### config.mk
export PLATFORM = sky130hd
export DESIGN_NAME = button_press_classifier
export DESIGN_NICKNAME = d
export VERILOG_FILES = /design/src/rtl/bpc_pkg.sv /design/src/rtl/bpc_ram.sv /design/src/rtl/bpc_update.sv /design/src/rtl/button_press_classifier.sv
export SDC_FILE = /design/constraint.sdc
export NUM_CORES = 1
export LEC_CHECK = 0
export ABC_AREA = 1
export ABC_CLOCK_PERIOD_IN_PS = 2800
export BUFFER_PORTS_ARGS = -buffer_cell sky130_fd_sc_hd__buf_4
export CORE_MARGIN = 1
export CORE_UTILIZATION = 55
export CTS_CLUSTER_DIAMETER = 50
export CTS_CLUSTER_SIZE = 10
export DETAILED_ROUTE_END_ITERATION = 8
export PLACE_DENSITY = 0.73
export SETUP_SLACK_MARGIN = 0.2
export SYNTH_ARGS = -nofsm -noshare
export SYNTH_HDL_FRONTEND = slang
export SYNTH_SLANG_ARGS = --single-unit
### constraint.sdc
create_clock -name clk -period 2.8 [get_ports clk]
set_input_delay 0.28 -clock clk [delete_from_list [all_inputs] [get_ports clk]]
set_output_delay 0.28 -clock clk [all_outputs]
set_load 0.005 [all_outputs]
### src/rtl/bpc_pkg.sv
// Package for the button press classifier: event codes, configuration
// register indexes and the configuration bundle type.
// Depends on nothing; used by bpc_update and button_press_classifier.
`default_nettype none

package bpc_pkg;

    localparam int CFG_BITS = 16;
    localparam int CFG_ADDR_BITS = 2;

    localparam logic [CFG_BITS-1:0] SHORT_TICKS_RESET = 16'd5;
    localparam logic [CFG_BITS-1:0] LONG_TICKS_RESET = 16'd100;
    localparam logic [CFG_BITS-1:0] WINDOW_TICKS_RESET = 16'd30;

    localparam logic [CFG_ADDR_BITS-1:0] CFG_SHORT_TICKS = 2'd0;
    localparam logic [CFG_ADDR_BITS-1:0] CFG_LONG_TICKS = 2'd1;
    localparam logic [CFG_ADDR_BITS-1:0] CFG_WINDOW_TICKS = 2'd2;

    // Presses needed for a double press.
    localparam logic [2:0] DOUBLE_COUNT = 3'd2;

    typedef enum logic [1:0] {
        EV_IDLE   = 2'd0,
        EV_SHORT  = 2'd1,
        EV_LONG   = 2'd2,
        EV_DOUBLE = 2'd3
    } press_event_t;

    typedef struct packed {
        logic [CFG_BITS-1:0] short_ticks;
        logic [CFG_BITS-1:0] long_ticks;
        logic [CFG_BITS-1:0] window_ticks;
    } bpc_cfg_t;

endpackage

`default_nettype wire

### src/rtl/bpc_ram.sv
// Generic single-write, single-read synchronous RAM with a registered read.
// Read data holds while no read is requested. Depends on nothing.
`default_nettype none

module bpc_ram #(
    parameter int WIDTH = 34,
    parameter int DEPTH = 2
) (
    input  wire                                  clk,
    input  wire                                  we,
    input  wire [((DEPTH > 1) ? $clog2(DEPTH) : 1)-1:0] waddr,
    input  wire [WIDTH-1:0]                      wdata,
    input  wire                                  re,
    input  wire [((DEPTH > 1) ? $clog2(DEPTH) : 1)-1:0] raddr,
    output logic [WIDTH-1:0]                     rdata
);

    logic [WIDTH-1:0] mem [DEPTH];

    always_ff @(posedge clk)
    begin
        if (we)
        begin
            mem[waddr] <= wdata;
        end
        if (re)
        begin
            rdata <= mem[raddr];
        end
    end

endmodule

`default_nettype wire

### src/rtl/bpc_update.sv
// Per-button state update: advances the held and released timers of one
// entry and classifies the tick. Depends on bpc_pkg.
`default_nettype none

module bpc_update #(
    parameter int TIMER_BITS = 16
) (
    input  wire bpc_pkg::bpc_cfg_t         cfg,
    input  wire                            pressed,
    input  wire [2*TIMER_BITS+1:0]         cur_entry,
    output logic [2*TIMER_BITS+1:0]        next_entry,
    output bpc_pkg::press_event_t          press_event
);
    import bpc_pkg::*;

    localparam int CW = (TIMER_BITS > CFG_BITS) ? TIMER_BITS : CFG_BITS;
    localparam logic [TIMER_BITS-1:0] TIMER_MAX = {TIMER_BITS{1'b1}};

    logic [TIMER_BITS-1:0] held;
    logic [TIMER_BITS-1:0] released;
    logic [1:0]            count;
    logic [TIMER_BITS-1:0] held_inc;
    logic [TIMER_BITS-1:0] released_inc;
    logic                  held_moved;
    logic                  released_moved;
    logic [2:0]            cnt;

    assign held     = cur_entry[TIMER_BITS-1:0];
    assign released = cur_entry[2*TIMER_BITS-1:TIMER_BITS];
    assign count    = cur_entry[2*TIMER_BITS+1:2*TIMER_BITS];

    assign held_moved     = (held != TIMER_MAX);
    assign released_moved = (released != TIMER_MAX);
    assign held_inc       = held_moved ? held + 1'b1 : held;
    assign released_inc   = released_moved ? released + 1'b1 : released;

    always_comb
    begin
        logic [TIMER_BITS-1:0] n_held;
        logic [TIMER_BITS-1:0] n_released;
        logic [1:0]            n_count;
        n_held      = held;
        n_released  = released;
        n_count     = count;
        press_event = EV_IDLE;
        cnt         = 3'({1'b0, count} + 3'd1);
        if (cnt > DOUBLE_COUNT)
        begin
            cnt = DOUBLE_COUNT;
        end
        if (pressed)
        begin
            n_held = held_inc;
            if (held_moved && CW'(held_inc) == CW'(cfg.short_ticks))
            begin
                press_event = EV_SHORT;
                n_count = cnt[1:0];
                if (cnt == DOUBLE_COUNT)
                begin
                    // The window is judged on the release time before this press.
                    if (CW'(released) <= CW'(cfg.window_ticks))
                    begin
                        press_event = EV_DOUBLE;
                    end
                    n_count = 2'd0;
                end
                n_released = '0;
            end
            else if (held_moved && CW'(held_inc) == CW'(cfg.long_ticks))
            begin
                press_event = EV_LONG;
                n_count = 2'd0;
            end
        end
        else
        begin
            n_released = released_inc;
            if (released_moved && CW'(released_inc) == CW'(cfg.window_ticks))
            begin
                n_count = 2'd0;
            end
            n_held = '0;
        end
        next_entry = {n_count, n_released, n_held};
    end

endmodule

`default_nettype wire

### src/rtl/button_press_classifier.sv
// Button press classifier: per-button short, long and double press detection.
// Each request on the slave stream is one tick sample of one button: tdata
// bit 0 is the button index and bit 1 the sampled level. For every request
// one result leaves on the master stream, tdata bits 1:0 carrying the event
// (idle, short, long or double press).
// The per-button timers and press count live in one RAM with a registered
// read. A request is read when it is accepted, then updated and written back
// from the update stage; the last write is forwarded, so samples of the same
// button may follow each other in consecutive cycles.
// A request passes the update stage register, then the output register, where
// its result waits to be taken; the block takes one request per cycle while
// results are taken.
// If the receiver stalls, the result waits in the output register; one more
// request may enter the update stage, after which tready falls until the
// result is taken.
// Reset clears the thresholds to 5, 100 and 30 ticks and marks every RAM
// entry as unwritten, which reads as zero state; there is no clearing pass.
// The user writes thresholds on the cfg port only while the stream is idle;
// the block does not enforce this. Depends on bpc_pkg, bpc_ram and bpc_update.
`default_nettype none

module button_press_classifier #(
    parameter int BUTTONS = 2,
    parameter int TIMER_BITS = 16
) (
    input  wire                               clk,
    input  wire                               rst_n,
    input  wire                               cfg_we,
    input  wire [bpc_pkg::CFG_ADDR_BITS-1:0]  cfg_addr,
    input  wire [bpc_pkg::CFG_BITS-1:0]       cfg_wdata,
    input  wire                               s_tvalid,
    output logic                              s_tready,
    input  wire [7:0]                         s_tdata,   // [0] button_index, [1] pressed
    output logic                              m_tvalid,
    input  wire                               m_tready,
    output logic [7:0]                        m_tdata    // [1:0] press_event
);
    import bpc_pkg::*;

    localparam int IW = (BUTTONS > 1) ? $clog2(BUTTONS) : 1;
    localparam int EW = 2 * TIMER_BITS + 2;

    bpc_cfg_t       cfg_reg;
    logic           s1_valid_reg;
    logic [IW-1:0]  s1_addr_reg;
    logic           s1_pressed_reg;
    logic           s1_inrange_reg;
    logic           out_valid_reg;
    press_event_t   out_event_reg;
    logic           fwd_valid_reg;
    logic [IW-1:0]  fwd_addr_reg;
    logic [EW-1:0]  fwd_data_reg;
    logic [BUTTONS-1:0] valid_reg;

    logic           s_accept;
    logic           s1_adv;
    logic           in_range;
    logic [IW-1:0]  in_addr;
    logic           wr_en;
    logic [EW-1:0]  ram_rdata;
    logic [EW-1:0]  cur_entry;
    logic [EW-1:0]  next_entry;
    press_event_t   upd_event;
    press_event_t   event_next;
    logic           out_valid_next;

    assign in_addr  = IW'(s_tdata[0]);
    assign in_range = (32'(s_tdata[0]) < BUTTONS);

    assign s1_adv   = s1_valid_reg && (!out_valid_reg || m_tready);
    assign s_tready = !s1_valid_reg || s1_adv;
    assign s_accept = s_tvalid && s_tready;
    assign wr_en    = s1_adv && s1_inrange_reg;

    bpc_ram #(
        .WIDTH(EW),
        .DEPTH(BUTTONS)
    ) u_ram (
        .clk  (clk),
        .we   (wr_en),
        .waddr(s1_addr_reg),
        .wdata(next_entry),
        .re   (s_accept && in_range),
        .raddr(in_addr),
        .rdata(ram_rdata)
    );

    // The forwarding register always holds the latest write, so on an address
    // match it supersedes whatever the RAM returned.
    always_comb
    begin
        if (fwd_valid_reg && fwd_addr_reg == s1_addr_reg)
        begin
            cur_entry = fwd_data_reg;
        end
        else if (valid_reg[s1_addr_reg])
        begin
            cur_entry = ram_rdata;
        end
        else
        begin
            cur_entry = '0;
        end
    end

    bpc_update #(
        .TIMER_BITS(TIMER_BITS)
    ) u_update (
        .cfg        (cfg_reg),
        .pressed    (s1_pressed_reg),
        .cur_entry  (cur_entry),
        .next_entry (next_entry),
        .press_event(upd_event)
    );

    assign event_next     = s1_inrange_reg ? upd_event : EV_IDLE;
    assign out_valid_next = s1_adv ? 1'b1 : (m_tready ? 1'b0 : out_valid_reg);

    always_ff @(posedge clk or negedge rst_n)
    begin
        if (!rst_n)
        begin
            cfg_reg.short_ticks  <= SHORT_TICKS_RESET;
            cfg_reg.long_ticks   <= LONG_TICKS_RESET;
            cfg_reg.window_ticks <= WINDOW_TICKS_RESET;
        end
        else if (cfg_we)
        begin
            case (cfg_addr)
                CFG_SHORT_TICKS:  cfg_reg.short_ticks  <= cfg_wdata;
                CFG_LONG_TICKS:   cfg_reg.long_ticks   <= cfg_wdata;
                CFG_WINDOW_TICKS: cfg_reg.window_ticks <= cfg_wdata;
                default:          ;
            endcase
        end
    end

    always_ff @(posedge clk or negedge rst_n)
    begin
        if (!rst_n)
        begin
            s1_valid_reg  <= 1'b0;
            out_valid_reg <= 1'b0;
            fwd_valid_reg <= 1'b0;
            valid_reg     <= '0;
        end
        else
        begin
            if (s_tready)
            begin
                s1_valid_reg <= s_tvalid;
            end
            out_valid_reg <= out_valid_next;
            if (wr_en)
            begin
                fwd_valid_reg          <= 1'b1;
                valid_reg[s1_addr_reg] <= 1'b1;
            end
        end
    end

    always_ff @(posedge clk)
    begin
        if (s_accept)
        begin
            s1_addr_reg    <= in_addr;
            s1_pressed_reg <= s_tdata[1];
            s1_inrange_reg <= in_range;
        end
        if (s1_adv)
        begin
            out_event_reg <= event_next;
        end
        if (wr_en)
        begin
            fwd_addr_reg <= s1_addr_reg;
            fwd_data_reg <= next_entry;
        end
    end

    assign m_tvalid = out_valid_reg;
    assign m_tdata  = {6'd0, out_event_reg};

endmodule

`default_nettype wire
Word level (Yosys, flattened, before mapping)
Memories as Yosys holds them, arrays and structs flattened. A register that Yosys moved wholly into a read port is not among the register bits.
Index checks and enable logic that the tools add are counted.
- word-level logic and storage cells: 71
- input port bits: 31
- output and inout port bits: 10
- flip-flop bits (word level): 92
- bits in writable memories: 68
- memories kept: 1
- memories (name ; depth ; bits a word ; rd ports ; clocked after Yosys merged registers in ; write ports ; RTL line ; RTL):
    u_ram.mem ; 2 ; 34 ; 1 ; 1 ; 1 ; bpc_ram.sv:18 ; logic [WIDTH-1:0] mem [DEPTH];
- reductions and logical operators: 16
- multiplexer cells: 25
- order comparisons: 4
- equality and inequality tests: 9
- $add $sub $neg: 3
- bitwise logic cells: 1
- operator list (operator ; number):
    16-bit two-way mux ; 5
    34-bit two-way mux ; 2
    16-bit == test ; 3
    16-bit by 1-bit adder with 16-bit output (second input constant) ; 2
    16-bit inequality test (second input constant) ; 2
    2-bit two-way mux ; 9
    16-bit less-or-equal comparator ; 1
    1-bit logical AND ; 7
    1-bit two-way mux ; 7
    2-bit AND reduction ; 3
    2-bit by 1-bit adder with 3-bit output (second input constant) ; 1
    3-bit by 2-bit == test with 1-bit output (second input constant) ; 1
    3-bit by 2-bit greater-than comparator with 1-bit output (second input constant) ; 1
    3-bit two-way mux ; 1
    2-bit by 1-bit == test with 1-bit output (second input constant) ; 1
    2-bit == test (second input constant) ; 1
    1-bit logical NOT ; 2
    2-bit logical NOT ; 1
    1-bit logical OR ; 2
    1-bit by 2-bit < comparator with 1-bit output (second input constant) ; 1
    2-bit bitwise OR ; 1
    2-bit nonzero test ; 1
    1-bit demux with 1-bit select ; 1
    1-bit == test ; 1
    1-bit greater-or-equal comparator (second input constant) ; 1

Depth between registers and ports, before layout
- word-level depth: 11
- depth in mapped cells: 25
- mapped depth without buffers: 24

Hierarchy
From an unflattened synthesis, not the netlist that was laid out.
- cell total of the unflattened synthesis: 1284
- area total of the unflattened synthesis: 10847.9 sq um
- by module, submodules not included (module ; cells each ; times used ; area an instance (sq um)):
    button_press_classifier ; 434 ; 1 ; 4144.0
    bpc_ram ; 216 ; 1 ; 3572.2
    bpc_update ; 634 ; 1 ; 3131.8

Least setup slack after synthesis
OpenSTA, ideal clock, no wires.
- path kind: reg-to-reg
- from: reg s1_addr_reg
- to: reg fwd_data_reg[33] (data pin)
- setup time: 262 ps
- data arrival time: 2792 ps
- period minus slack after synthesis: 3054 ps
- required time: 2538 ps
- stages on the path, launching flop included: 24
- buffers on the path: 3
- slack: -254 ps
- cells stage by stage: edfxtp_1 > inv_2 > nand2_4 > nand3_4 > buf_6 > buf_6 > nand3_1 > o21ai_2 > ha_1 > o211ai_1 > nor2_2 > inv_1 > nor2_2 > nand2_1 > buf_6 > nand2_1 > nand2_1 > nand2_1 > nand2_1 > nand3b_1 > nor2_1 > nand3_1 > nand3_1 > nand2_1
- word-level cells in the longest chain between the ends: 11
- RTL lines (what ; RTL line ; RTL):
    from (decl) ; button_press_classifier.sv:45 ; logic [IW-1:0] s1_addr_reg;
    from (signal assigned) ; button_press_classifier.sv:166 ; s1_addr_reg <= in_addr;
    1-bit two-way mux (not written as such) (2 in series) ; button_press_classifier.sv:96 ; else if (valid_reg[s1_addr_reg])
    34-bit two-way mux ; button_press_classifier.sv:96 ;
    34-bit two-way mux (*) ; button_press_classifier.sv:92 ; if (fwd_valid_reg && fwd_addr_reg == s1_addr_reg)
    16-bit by 1-bit adder with 16-bit output, or another cell as far along ; bpc_update.sv:34 ; assign held_inc = held_moved ? held + 1'b1 : held;
    16-bit two-way mux / 3-bit by 2-bit greater-than comparator with 1-bit output (equally long branches) ; bpc_update.sv:34, bpc_update.sv:47 ;
    16-bit == test / 3-bit two-way mux (equally long branches) ; bpc_update.sv:69, bpc_update.sv:47 ;
    1-bit logical AND / 3-bit by 2-bit == test with 1-bit output (equally long branches) ; bpc_update.sv:69, bpc_update.sv:58 ;
    2-bit two-way mux, on equally long branches ; bpc_update.sv:69, bpc_update.sv:58 ;
    2-bit two-way mux ; bpc_update.sv:54 ; if (held_moved && CW'(held_inc) == CW'(cfg.short_ticks))
    2-bit two-way mux (*) ; bpc_update.sv:51 ; if (pressed)
    via next_entry[33] ; button_press_classifier.sv:62 ; logic [EW-1:0] next_entry;
    to (signal assigned) ; button_press_classifier.sv:177 ; fwd_data_reg <= next_entry;
    to (decl) ; button_press_classifier.sv:52 ; logic [EW-1:0] fwd_data_reg;
The timed path passes the listed nets; every way through them passes the cells marked *. The select of a mux whose other input is x is not followed.
A chain may end at the register's enable or synchronous reset.

Worst setup path in the final report
- from: reg s1_addr_reg
- to: mem u_ram.mem[1][18] (data pin)
- word-level cells in the longest chain between the ends: 10
- RTL lines (what ; RTL line):
    1-bit two-way mux (not written as such) (2 in series) ; button_press_classifier.sv:96
    34-bit two-way mux ; button_press_classifier.sv:96
    34-bit two-way mux (*) ; button_press_classifier.sv:92
    16-bit by 1-bit adder with 16-bit output / 16-bit inequality test (equally long branches) ; bpc_update.sv:34, bpc_update.sv:32
    16-bit two-way mux ; bpc_update.sv:34
    16-bit == test ; bpc_update.sv:54
    1-bit logical AND ; bpc_update.sv:54
    16-bit two-way mux ; bpc_update.sv:54
    16-bit two-way mux (*) ; bpc_update.sv:51
    via next_entry[18] ; button_press_classifier.sv:62
    to (decl) ; bpc_ram.sv:18
Marked as above.

==> results_dict.tcl <==
set metrics [dict create \
    cp.required_ps 2970 \
    crit_path_max_fanout 11 \
    setup_violations 56 \
    r2r_slack_ps -530 \
    place_hpwl_um 19900 \
    cts_max_path_buffers 2 \
    seq_area_frac_synth 0.531 \
    diodes 0 \
    peakVddDrop_mv 0.536 \
    dpl.cell_count 1597 \
    hp-start "s_tdata[1]" \
    worst_r2r_endpoint "u_ram.mem[1][18]" \
    drcViolationCount 0 \
    startpoint "s1_addr_reg" \
    nets 1470 \
    yosys_warnings 0 \
    place_congestion 0.940 \
    rows 50 \
    cp_slowest_cell "edfxtp_1" \
    ys_seq_elements 194 \
    failed_checks "setup timing" \
    slew_headroom 0.529 \
    whs_endpoint "s1_pressed_reg" \
    rr_startpoint "s1_addr_reg" \
    start_util 0.561 \
    cts_tree "yes" \
    powerDensity_nw_per_um2 667 \
    layout_common_cells "303 x nand2_1, 213 x buf_4, 141 x edfxtp_1" \
    h-tree-depth 4 \
    setup_slack_ps -526 \
    synth_top_family_by_area "simple AND/OR/NAND/NOR gates" \
    die_y_um 140 \
    routed_via_density 5.50 \
    core_um2 18700 \
    final_cell_count_no_fill 1668 \
    hold_viol 0 \
    drt_iter0_drc 906 \
    path_cells "inv_2 > nand2_4 > buf_4 > buf_16 > nand4_1 > nand2_2 > nor2_4 > nand2_2 > nor2_8 > buf_4 > buf_6 > xor2_4 > nand2_2 > nand2_2 > nand4_1 > nor2_2 > nand3_2 > buf_6 > nand3_1 > nand2_2" \
    cp_data_arrival_time_ps 3500 \
    num_vias 9174 \
    crit_type "reg -> reg" \
    insertion_delay_ps 440 \
    antenna_found_initial 0 \
    grt_pass1_vias 8502 \
    grt_overflow_total 0 \
    cts.sinks 194 \
    max_stage_delay_ps 480 \
    syn2layout_area_growth_pct 33.2 \
    reg2regPathDepth 20 \
    io_pins 41 \
    rsz0062_at_grt "yes" \
    max_freq_mhz 301 \
    synth_ff_type "edfxtp_1" \
    grt_max_degree 54 \
    path_clk_slew_ps 70 \
    synth_fa_ha_area_frac 0.0215 \
    synth_cell_types 43 \
    hold_class "in -> reg" \
    cts_made_buffers 17 \
    grt_pass1_wl_um 44700 \
    path_buf_inv 6 \
    critPathLaunchType "flip-flop" \
    synth_edf_count 141 \
    synthMuxAreaShare 0.0365 \
    tightest_slew_ps 706 \
    final.min_clock_period_ps 3330 \
    leakagePower_nw 6.45 \
    synth_xor_xnor_area_share 0.0123 \
    dieArea_um2 19600 \
    power_mw 9.33 \
    die_w_um 140 \
    final_common_cell "nand2_1" \
    cp_top_family "simple AND/OR/NAND/NOR gates" \
    ys_async_sr_fraction 0.273 \
    grt_usage 0.300 \
    postRouteAntennaNets 0 \
    crit_top_cell "nand2_2" \
    final_core_util 0.748 \
    synth_compound_area_frac 0.0537 \
    crit_path_end_kind "flip-flop" \
    wl_per_cell_um 18.0 \
    fill_cells 1265 \
    hold_depth 1 \
    maxCapViolCount 0 \
    drive_above_1_share 0.360 \
    min_period_over_period 1.19 \
    fin_skew_ps 8.28 \
    syn_area_um2 10500 \
    synth-simple-area-share 0.267 \
    syn_area_per_cell_um2 8.84 \
    drv_slew 0 \
    portBuffers 28 \
    syn_inst 1188 \
    wl_um 30000 \
    drt-pass1-iter-count 6 \
    clockRootBuffer "clkbuf_16" \
    largest_reg_flops 68 \
    outcome "finished, violations left" \
]
[per-layer routing]
layer / vias up / global-route usage / part of all wire
met2: 368 / 0.459 / 0.46
met1: 4373 / 0.438 / 0.44
met3: 60 / 0.0564 / 0.072
met4: 0 / 0.0850 / 0.023
met5: - / 0 / 0
li1: 4373 / - / -
[power breakdown]
group	switching (mW)	internal, mW
clock network	1.10	1.32
logic	1.80	1.32
registers	0.206	3.59
total	3.10	6.23
[synth_stat cells (6+ instances only)]
cell | instances | area, µm²
nand2_1 | 369 | 1390
inv_1 | 143 | 537
edfxtp_1 | 141 | 4230
nand3_1 | 95 | 475
nor2_1 | 88 | 330
o21ai_0 | 63 | 315
dfrtp_1 | 44 | 1100
mux2_2 | 34 | 383
nand4_1 | 28 | 175
clkbuf_1 | 18 | 67.6
ha_1 | 18 | 225
nand2_2 | 17 | 106
a21oi_1 | 15 | 75.1
o21ai_1 | 11 | 55.1
buf_6 | 10 | 113
nand3b_1 | 10 | 75.1
xor2_1 | 10 | 87.6
dfstp_2 | 9 | 236
nor2_2 | 9 | 56.3
buf_2 | 8 | 40.0
buf_4 | 6 | 45.0
[final cells by class]
| class | count | area (µm²) | area share |
|---|---|---|---|
| timing repair buffer | 250 | 2080 | 0.149 |
| inverter | 147 | 559 | 0.0400 |
| clock buffer | 20 | 437 | 0.0312 |
| clock inverter | 12 | 130 | 0.00930 |
| tap | 234 | 293 | 0.0209 |
| sequential | 194 | 5570 | 0.398 |
| multi-input combinational | 811 | 4920 | 0.352 |
[logic make-up (layout without fill, tap and decap cells)]
family	Yosys count	in the layout
mux	34	34
buf+inv	190	429
compound gates	104	104
simple gates	634	636
other cells	1	6
flops	194	194
xor+xnor	13	13
fa+ha+maj	18	18
[metrics by stage]
step	cell area [µm²]	TNS (ps)	setup slack (ps)	hold WS, ps
2_1_floorplan	10600	-3890	-186	-15.6
3_3_place_gp	12300	-22110	-430	340
3_5_place_dp	12300	-28240	-536	348
4_1_cts	13300	-15860	-333	21.0
5_1_grt	14000	-33350	-630	13.9
6_report	14000	-26680	-526	25.2
[how the worst max path moves through the flow]
stage,slack [ps],to,depth (start not counted)
final,-530,u_ram.mem[1][18],20
after global routing,-630,fwd_data_reg[16],21
after CTS,-330,u_ram.mem[1][32],22
after detailed placement,-540,u_ram.mem[0][16],20
after global placement,-430,u_ram.mem[0][16],19
after floorplan,-190,fwd_data_reg[32],23
[repair_timing]
item                       4_1_cts  5_1_grt
hold buffers                     1        0
hold endpoints to repair        44        0
setup endpoints to repair       83      101
resized for setup               84      140
gates cloned                     4        0
pin swaps                       32       65
buffers inserted                17       17
Note: power is estimated with default switching activity, not from simulation.
